[config.mk]
export PLATFORM = sky130hd
export DESIGN_NAME = timestamped_counting_semaphore_top
export DESIGN_NICKNAME = d
export VERILOG_FILES = /design/src/rtl/tcs_pkg.sv /design/src/rtl/timestamped_counting_semaphore_top.sv /design/src/rtl/tcs_ram.sv
export SDC_FILE = /design/constraint.sdc
export NUM_CORES = 1
export LEC_CHECK = 0
export BUFFER_PORTS_ARGS = -buffer_cell sky130_fd_sc_hd__clkbuf_2
export CORE_AREA = 3 3 302 304
export CTS_CLUSTER_SIZE = 12
export DETAILED_ROUTE_END_ITERATION = 12
export DIE_AREA = 0 0 305 307
export PLACE_DENSITY = 0.68
export SLEW_MARGIN = 20
export SYNTH_ARGS = -nofsm -noshare
export SYNTH_HDL_FRONTEND = slang
export SYNTH_SLANG_ARGS = --single-unit
export TNS_END_PERCENT = 50
[constraint.sdc]
create_clock -name clk -period 8.85 [get_ports clk]
set_input_delay 1.77 -clock clk [delete_from_list [all_inputs] [get_ports clk]]
set_output_delay 1.77 -clock clk [all_outputs]
set_load 0.03 [all_outputs]
[src/rtl/tcs_pkg.sv]
// Package for the timestamped counting semaphore.
// Holds operation codes, status codes and the sequencer state type.
// No dependencies.
package tcs_pkg;

  // Operation codes carried on the kind port
  typedef enum logic [1:0] {
    KIND_SET  = 2'd0,
    KIND_ADD  = 2'd1,
    KIND_TAKE = 2'd2,
    KIND_NONE = 2'd3
  } kind_t;

  // Result status codes
  typedef enum logic [1:0] {
    ST_OK       = 2'd0,
    ST_EMPTY    = 2'd1,
    ST_OVERFLOW = 2'd2
  } status_t;

  // Sequencer states
  typedef enum logic [1:0] {
    S_IDLE,
    S_FILL,
    S_TAKE
  } state_t;

endpackage

[src/rtl/timestamped_counting_semaphore_top.sv]
// Timestamped counting semaphore: top level with sequencer and count/head state.
// Depends on tcs_pkg and tcs_ram.
//
// Usage:
//   Drive kind, amount and now_stamp and raise start; the transaction is taken
//   at a rising edge where start is high and busy is low. Exactly one result
//   follows: done is high for one cycle with status, oldest_stamp and level.
//   The receiver cannot hold a result off; it must take it in that cycle.
// Timing:
//   Set or add of n units (n > 0, no overflow): the stamp ring is written one
//   entry per cycle through the RAM write port while busy is high, and done
//   rises as the last entry is written.
//   Take of a held unit: one RAM read with registered data, which is registered
//   into oldest_stamp together with done at the end of S_TAKE; busy is high in S_TAKE.
//   Rejected, empty, zero-amount and unused operations: done follows in the
//   next cycle, busy stays low, so such transactions may come every cycle.
// Reset:
//   rst empties the semaphore (level zero, ring restarts at entry zero) and
//   drops any transaction in flight. The stamp RAM is not cleared; only
//   entries written since are ever read.
module timestamped_counting_semaphore_top
  import tcs_pkg::*;
#(
  parameter int CAPACITY   = 32,
  parameter int STAMP_BITS = 32
) (
  input  logic        clk,
  input  logic        rst,
  input  logic        start,
  output logic        busy,
  input  logic [1:0]  kind,
  input  logic [7:0]  amount,
  input  logic [31:0] now_stamp,
  output logic        done,
  output logic [1:0]  status,
  output logic [31:0] oldest_stamp,
  output logic [5:0]  level
);

  localparam int IW = (CAPACITY > 1) ? $clog2(CAPACITY) : 1;
  localparam int CW = $clog2(CAPACITY + 1);
  localparam logic [8:0] CAP9 = 9'(CAPACITY);
  localparam logic [IW-1:0] LAST_POS = IW'(CAPACITY - 1);

  state_t           state, state_next;
  logic [CW-1:0]    count, count_next;
  logic [IW-1:0]    head, head_next;
  logic [IW-1:0]    wr_ptr, wr_ptr_next;
  logic [CW-1:0]    remaining, remaining_next;
  logic [STAMP_BITS-1:0] stamp_hold, stamp_hold_next;
  logic             done_next;
  logic [1:0]       status_next;
  logic [31:0]      oldest_stamp_next;

  logic             accept;
  logic             rd_en;
  logic [STAMP_BITS-1:0] rdata;
  logic [63:0]      stamp_wide;
  logic [63:0]      rdata_wide;
  logic [8:0]       add_sum;
  logic [8:0]       tail_sum;
  logic [IW-1:0]    tail_pos;

  assign accept     = start && (state == S_IDLE);
  assign busy       = (state != S_IDLE);
  assign level      = 6'(count);
  assign stamp_wide = {32'd0, now_stamp};
  assign rdata_wide = 64'(rdata);

  // Overflow check for add and ring position just past the newest unit
  assign add_sum  = 9'(count) + 9'(amount);
  assign tail_sum = 9'(head) + 9'(count);
  assign tail_pos = (tail_sum >= CAP9) ? IW'(tail_sum - CAP9) : IW'(tail_sum);

  // Read the oldest entry as a take transaction is accepted
  assign rd_en = accept && (kind == KIND_TAKE) && (count != '0);

  tcs_ram #(
    .WIDTH (STAMP_BITS),
    .DEPTH (CAPACITY)
  ) u_ram (
    .clk   (clk),
    .we    (state == S_FILL),
    .waddr (wr_ptr),
    .wdata (stamp_hold),
    .re    (rd_en),
    .raddr (head),
    .rdata (rdata)
  );

  // Hold state and result registers
  always_ff @(posedge clk) begin
    if (rst) begin
      state     <= S_IDLE;
      count     <= '0;
      head      <= '0;
      remaining <= '0;
      done      <= 1'b0;
    end else begin
      state     <= state_next;
      count     <= count_next;
      head      <= head_next;
      remaining <= remaining_next;
      done      <= done_next;
    end
    wr_ptr       <= wr_ptr_next;
    stamp_hold   <= stamp_hold_next;
    status       <= status_next;
    oldest_stamp <= oldest_stamp_next;
  end

  // Sequence operations: decide at accept, fill one entry per cycle, finish take
  always_comb begin
    state_next        = state;
    count_next        = count;
    head_next         = head;
    wr_ptr_next       = wr_ptr;
    remaining_next    = remaining;
    stamp_hold_next   = stamp_hold;
    done_next         = 1'b0;
    status_next       = status;
    oldest_stamp_next = oldest_stamp;

    unique case (state)
      S_IDLE: begin
        if (start) begin
          stamp_hold_next   = stamp_wide[STAMP_BITS-1:0];
          oldest_stamp_next = '0;
          status_next       = ST_OK;
          unique case (kind_t'(kind))
            KIND_SET: begin
              if (9'(amount) > CAP9) begin
                status_next = ST_OVERFLOW;
                done_next   = 1'b1;
              end else begin
                head_next      = '0;
                count_next     = CW'(amount);
                wr_ptr_next    = '0;
                remaining_next = CW'(amount);
                if (amount == 8'd0) begin
                  done_next = 1'b1;
                end else begin
                  state_next = S_FILL;
                end
              end
            end
            KIND_ADD: begin
              if (add_sum > CAP9) begin
                status_next = ST_OVERFLOW;
                done_next   = 1'b1;
              end else begin
                count_next     = CW'(add_sum);
                wr_ptr_next    = tail_pos;
                remaining_next = CW'(amount);
                if (amount == 8'd0) begin
                  done_next = 1'b1;
                end else begin
                  state_next = S_FILL;
                end
              end
            end
            KIND_TAKE: begin
              if (count == '0) begin
                status_next = ST_EMPTY;
                done_next   = 1'b1;
              end else begin
                head_next  = (head == LAST_POS) ? '0 : head + 1'b1;
                count_next = count - 1'b1;
                state_next = S_TAKE;
              end
            end
            default: begin
              done_next = 1'b1;
            end
          endcase
        end
      end
      S_FILL: begin
        wr_ptr_next    = (wr_ptr == LAST_POS) ? '0 : wr_ptr + 1'b1;
        remaining_next = remaining - 1'b1;
        if (remaining == CW'(1)) begin
          done_next  = 1'b1;
          state_next = S_IDLE;
        end
      end
      S_TAKE: begin
        oldest_stamp_next = rdata_wide[31:0];
        done_next         = 1'b1;
        state_next        = S_IDLE;
      end
      default: begin
        state_next = S_IDLE;
      end
    endcase
  end

  // Level never exceeds the ring size
  a_count_bound: assert property (@(posedge clk) disable iff (rst)
    9'(count) <= CAP9)
    else $error("unit count above capacity");

  // An empty or rejected result never carries a stamp
  a_stamp_zero: assert property (@(posedge clk) disable iff (rst)
    done && (status == ST_EMPTY || status == ST_OVERFLOW) |-> oldest_stamp == 32'd0)
    else $error("stamp returned with a failing status");

  // The fill loop never runs with nothing left to write
  a_fill_live: assert property (@(posedge clk) disable iff (rst)
    state == S_FILL |-> remaining != '0)
    else $error("fill state with zero entries left");

  // A take state is followed in the next cycle by the idle state with done
  a_take_len: assert property (@(posedge clk) disable iff (rst)
    state == S_TAKE |=> state == S_IDLE && done)
    else $error("take did not finish in one cycle");

endmodule

[src/rtl/tcs_ram.sv]
// Generic single-port-write, single-port-read RAM with registered read data.
// Used for the stamp ring of the semaphore. No dependencies.
module tcs_ram #(
  parameter int WIDTH = 32,
  parameter int DEPTH = 32
) (
  input  logic                                   clk,
  input  logic                                   we,
  input  logic [(DEPTH > 1 ? $clog2(DEPTH) : 1)-1:0] waddr,
  input  logic [WIDTH-1:0]                       wdata,
  input  logic                                   re,
  input  logic [(DEPTH > 1 ? $clog2(DEPTH) : 1)-1:0] raddr,
  output logic [WIDTH-1:0]                       rdata
);

  logic [WIDTH-1:0] mem [DEPTH];

  // Write port
  always_ff @(posedge clk) begin
    if (we) begin
      mem[waddr] <= wdata;
    end
  end

  // Registered read port
  always_ff @(posedge clk) begin
    if (re) begin
      rdata <= mem[raddr];
    end
  end

endmodule

; Yosys cells after proc, flatten, opt, wreduce, memory -nomap -nowiden
; Memory sizes are Yosys's and may differ from the RTL's. A register that Yosys moved wholly into a read port is not among the register bits.
; Index checks and enable logic that the tools add are counted.
[op_classes]
n_mux = 42
n_addsub = 7
n_reduce_logical = 19
n_eq_ne = 17
magnitude_cmp = 3
[ops]
columns = cell, count
row1 = $pmux W32 S2, 1
row2 = $mux W5, 7
row3 = $mux W32, 1
row4 = $mux W6, 5
row5 = $pmux W5 S2, 3
row6 = $pmux W6 S2, 2
row7 = $pmux W6 S3, 1
row8 = $mux W2, 8
row9 = $pmux W2 S3, 2
row10 = $reduce_and A6 Y1, 2
row11 = $sub A6 B1 Y6 const B, 2
row12 = $add A5 B1 Y5 const B, 2
row13 = $eq A5 B5 Y1 const B, 2
row14 = $ne A2 B2 Y1 const B, 5
row15 = $reduce_and A5 Y1, 2
row16 = $add A6 B8 Y9, 1
row17 = $gt A9 B6 Y1 const B, 1
row18 = $mux W1, 9
row19 = $ne A3 B3 Y1 const B, 3
row20 = $gt A8 B6 Y1 const B, 1
row21 = $logic_not A8 Y1, 1
row22 = $reduce_bool A2 Y1, 4
row23 = $add A5 B6 Y7, 1
row24 = $ge A7 B6 Y1 const B, 1
row25 = 14 further kinds, 21
[totals]
out_inout_bits = 42
input_bits = 45
register_bits = 91
n_memories = 1
mem_bits_rw = 1024
elab_cells = 98
[memory_table]
columns = name, depth, width, read_ports, rd_ports_with_merged_regs, wr, line
row1 = u_ram.mem, 32, 32, 1, 1, 1, tcs_ram.sv:16  ; logic [WIDTH-1:0] mem [DEPTH];

; Longest topological paths before layout
[depth]
word_depth = 7
mapped_depth = 9
ltp_nobuf = 8

; Cells and area by module
; Synthesis repeated with hierarchy kept, for this count alone.
[hier_totals]
hier_cells = 2616
area_unflattened_um2 = 45100.8
[by_module_without_submodules]
columns = module, n_inst, seq_area_each_um2, cells_per_inst, area_each_um2
row1 = tcs_ram, 1, 31710.4, 2260, 40812.9
row2 = timestamped_counting_semaphore_top, 1, 2532.4, 356, 4287.9

; Worst setup path before layout
; Ideal clock, no wire load.
[synth_timing]
path_type = input to register
start = input kind[0]
end = register u_ram.rdata[0] (read register of u_ram.mem), enable pin
setup_ns = 0.471
n_path_buf = 1
slack_ns = 3.517
arrival_time_ns = 4.861
cell_stages = 5
required_ns = 8.379
cell_sequence = inv_1 ha_1 clkbuf_1 inv_1 a211oi_1
[synth_between]
elab_chain_cells = 3
[synth_rtl]
columns = element, line
row1 = "start, declared", timestamped_counting_semaphore_top.sv:31  ; input logic [1:0] kind,
row2 = $eq A2 B2 Y1, timestamped_counting_semaphore_top.sv:76  ; assign rd_en = accept && (kind == KIND_TAKE) && (count != '0);
row3 = $logic_and A1 B1 Y1 (2 in a row), timestamped_counting_semaphore_top.sv:76
row4 = named net rd_en, timestamped_counting_semaphore_top.sv:56  ; logic rd_en;
row5 = "end, declared", tcs_ram.sv:13  ; output logic [WIDTH-1:0] rdata
; The timed path passes the listed nets, and every way through them passes these cells.
; A chain may end at the register's enable or synchronous reset.

; Worst setup path in the final report
[layout_timing]
start = input kind[1]
end = register wr_ptr[2], enable pin
[layout_between]
elab_chain_cells = 3
word_cells_on_any_way = 6
classes_between = 4 x eq/ne / 2 x reduce/logical
[layout_rtl]
columns = element, line
row1 = $eq A2 B1 Y1 / $logic_not A2 Y1 (equally long branches), timestamped_counting_semaphore_top.sv:130  ; unique case (kind_t'(kind))
row2 = $ne A3 B1 Y1 (no source line) / $ne A3 B3 Y1 (equally long branches), -
row3 = $reduce_and A5 Y1 (no source line) (*), -
row4 = "end signal, assigned", timestamped_counting_semaphore_top.sv:106  ; wr_ptr <= wr_ptr_next;
row5 = "end, declared", timestamped_counting_semaphore_top.sv:48  ; logic [IW-1:0] wr_ptr, wr_ptr_next;
; Every way passes the cells marked *; elsewhere a longest branch is shown, timed or not.

==> results.sh <==
export IMPL_run_status="complete, no violations"
export IMPL_portBuffers=86
export IMPL_rsz0062_at_grt="false"
export IMPL_final_stage_net_count=2130
export IMPL_clk_pin_slew_ns=0.06
export IMPL_grt_max_degree=73
export IMPL_top_level_ports=87
export IMPL_cts_max_level=3
export IMPL_area_growth_pct=12.6
export IMPL_max_slew_margin_rel_pct=27.8
export IMPL_hold_path_class="flip-flop to flip-flop"
export IMPL_globalRouteTotalUtil_pct=22.0
export IMPL_async_flop_share_pct=0
export IMPL_dominantRegCellSynth="sky130_fd_sc_hd__edfxtp_1"
export IMPL_maxClockFrequency_mhz=261
export IMPL_antenna_violations_before_repair=0
export IMPL_synthesis_nets=1971
export IMPL_route_detailed_wl_per_inst_um=30.9
export IMPL_synth_avg_cell_area_um2=23.2
export IMPL_period_needed_ns=3.83
export IMPL_synth_seq_area_share_pct=77.6
export IMPL_yosys_cell_types_count=62
export IMPL_vdd_ir_drop_max_v=0.000189
export IMPL_critical_path_endpoint_type="flip-flop"
export IMPL_commonest_cells_after_routing_fill_and_taps_aside="sky130_fd_sc_hd__edfxtp_1 (1127), sky130_fd_sc_hd__mux4_2 (320), sky130_fd_sc_hd__clkbuf_16 (114)"
export IMPL_finalHoldWorstSlack_ns=0.490
export IMPL_critical_path_required_ns=9.24
export IMPL_drt_iter0_drc=2623
export IMPL_cts_sinks=1147
export IMPL_power_static_leakage_nw=15.2
export IMPL_ys_ff_latch=1147
export IMPL_route_detailed_drc=0
export IMPL_grt_pass1_wl_um=148000
export IMPL_synth_enable_flop_cells=1127
export IMPL_cts_root_buffer="sky130_fd_sc_hd__clkbuf_16"
export IMPL_grt_pass1_vias=21300
export IMPL_worst_endpoint_arrival_ns=4.22
export IMPL_cts_repair_resize_count=0
export IMPL_criticalPathCategory="input port to flip-flop"
export IMPL_crit_share_post_route_pct=43.2
export IMPL_clock_tree_buffer_depth=3
export IMPL_crit_path_start_kind="input port"
export IMPL_cellPowerDensity_mw_per_mm2=219
export IMPL_finClkSkew_ns=0.0565
export IMPL_insertion_delay_ns=0.69
export IMPL_setup_violations_final=0
export IMPL_crit_path_max_fanout=17
export IMPL_gr_total_overflow=0
export IMPL_fp_dieArea_mm2=0.0936
export IMPL_timing_max_cap_violations=0
export IMPL_post_cts_buffers=0
export IMPL_number_of_warnings_reported_in_the_yosys_synthesis_log=0
export IMPL_final_common_cell="sky130_fd_sc_hd__edfxtp_1"
export IMPL_wl_um=102000
export IMPL_initial_utilization_pct=49.9
export IMPL_dp_final_hpwl_um=51500
export IMPL_count_of_pins_over_their_slew_limit=0
export IMPL_drive_above_1_share_pct=31.5
export IMPL_core_area_mm2=0.0885
export IMPL_final_hold_violation_count=0
export IMPL_detail_route_vias_per_cell=6.24
export IMPL_cts_hold_buffers=0
export IMPL_detail_route_antenna_nets=0
export IMPL_totalNegativeSetupSlack_ns=0
export IMPL_total_number_of_placement_rows=109
export IMPL_vias=20500
export IMPL_cts_buffers=113
export IMPL_worst_slew_pin_transition_ns=1.08
export IMPL_final_fill_count=6361
export IMPL_die_x_um=305
export IMPL_routabilityCongestion=0.839
export IMPL_height_of_the_die_um=307
export IMPL_post_synthesis_cell_area_mm2=0.0441
export IMPL_drt_pass1_iterations=5
export IMPL_tritoncts="yes"
export IMPL_synthCells=1900
metal layers:
metal	vias to the layer above	part of all wire, %	GRT usage [%]
li1	8382	-	-
met1	11000	40	31.0
met2	1020	49	36.1
met3	158	8.2	4.07
met4	0	2.4	5.96
met5	-	0	0
worst paths after layout:
kind	slack, ns	to	cells past startpoint	start
max	5.02	wr_ptr[2]	9	kind[1]
min	0.49	remaining[4]	2	remaining[4]
max reg2reg	5.05	u_ram.rdata[19]	5	head[0]
min reg2reg	0.49	remaining[4]	2	remaining[4]
metrics by stage:
step | setup slack [ns] | total power [mW] | instances | instance area (µm²) | util (%)
CTS | 4.89 | 11.0 | 3290 | 49700 | 56.1
detailed placement | 4.39 | 6.54 | 3109 | 46300 | 52.3
finish | 5.02 | 10.9 | 3292 | 49700 | 56.1
global placement | 4.44 | 6.51 | 3109 | 46300 | 52.3
global route | 4.69 | 11.2 | 3290 | 49700 | 56.1
floorplan | 3.52 | 6.40 | 1900 | 44100 | -
synthesized netlist by cell type, drive strengths merged, types with 3 or more instances:
| master | n | area (µm²) |
|---|---|---|
| or4 | 4 | 33.8 |
| buf | 31 | 153 |
| nor2b | 3 | 18.8 |
| or3 | 5 | 31.3 |
| nor3 | 3 | 15.0 |
| edfxtp | 1127 | 33800 |
| clkbuf | 61 | 230 |
| nor2 | 58 | 218 |
| a21o | 4 | 30.0 |
| nand2 | 23 | 86.3 |
| a211o | 3 | 26.3 |
| a21oi | 25 | 125 |
| nand3 | 15 | 75.1 |
| o32ai | 5 | 43.8 |
| a31oi | 8 | 56.3 |
| ha | 24 | 300 |
| and2 | 33 | 206 |
| a22oi | 3 | 22.5 |
| or2 | 3 | 18.8 |
| xnor2 | 5 | 43.8 |
| a31o | 3 | 26.3 |
| inv | 14 | 52.6 |
| nand4 | 3 | 18.8 |
| o21ai | 14 | 73.8 |
| mux4 | 320 | 7210 |
| nand3b | 4 | 30.0 |
| nor4 | 3 | 18.8 |
| dfxtp | 20 | 400 |
| nand2b | 4 | 25.0 |
| mux2 | 32 | 360 |
| and3 | 5 | 31.3 |
| xor2 | 5 | 43.8 |
registers in the layout, summed over array words and instances (netlist names):
signal        cells
u_ram.mem      1024
remaining         6
done              1
level             6
head              5
oldest_stamp     32
u_ram.rdata      32
wr_ptr            5
state             2
stamp_hold       32
status            2
cell type report:
class	instances	area (µm²)	share of cell area, %
Sequential cell	1147	34300	68.9
Clock buffer	151	2990	6.02
Tap cell	1165	1460	2.93
Multi-Input combinational cell	647	9730	19.6
Inverter	14	52.6	0.106
Timing Repair Buffer	136	806	1.62
Clock inverter	30	398	0.801
Antenna cell	2	5.00	0.0101
cells by family after synthesis:
group	count (synthesis)	share of synthesized area, %
xor gates and xnor gates	10	0.198
buffers and inverters	106	0.986
DFF	1147	77.6
and+or+nand+nor	173	2.01
adders and majority gates	26	0.771
muxes	353	17.2
AOI/OAI and AO/OA	85	1.30
power by group:
part | internal [mW] | switching, mW | leakage [nW]
clock network | 2.53 | 1.92 | 1.62
logic | 0.104 | 0.174 | 3.17
registers | 6.04 | 0.102 | 10.4
total | 8.67 | 2.20 | 15.2
critical path, cell delays in order:
cell and delay [ns]:
sky130_fd_sc_hd__clkbuf_2 0.11, sky130_fd_sc_hd__inv_1 0.07, sky130_fd_sc_hd__ha_1 0.49, sky130_fd_sc_hd__nand2_1 0.16, sky130_fd_sc_hd__a2111oi_0 0.61, sky130_fd_sc_hd__or3_1 0.27
sky130_fd_sc_hd__nand2_1 0.21, sky130_fd_sc_hd__a31oi_2 0.33, sky130_fd_sc_hd__inv_1 0.18
No activity file was read; power rests on OpenSTA's default activity.
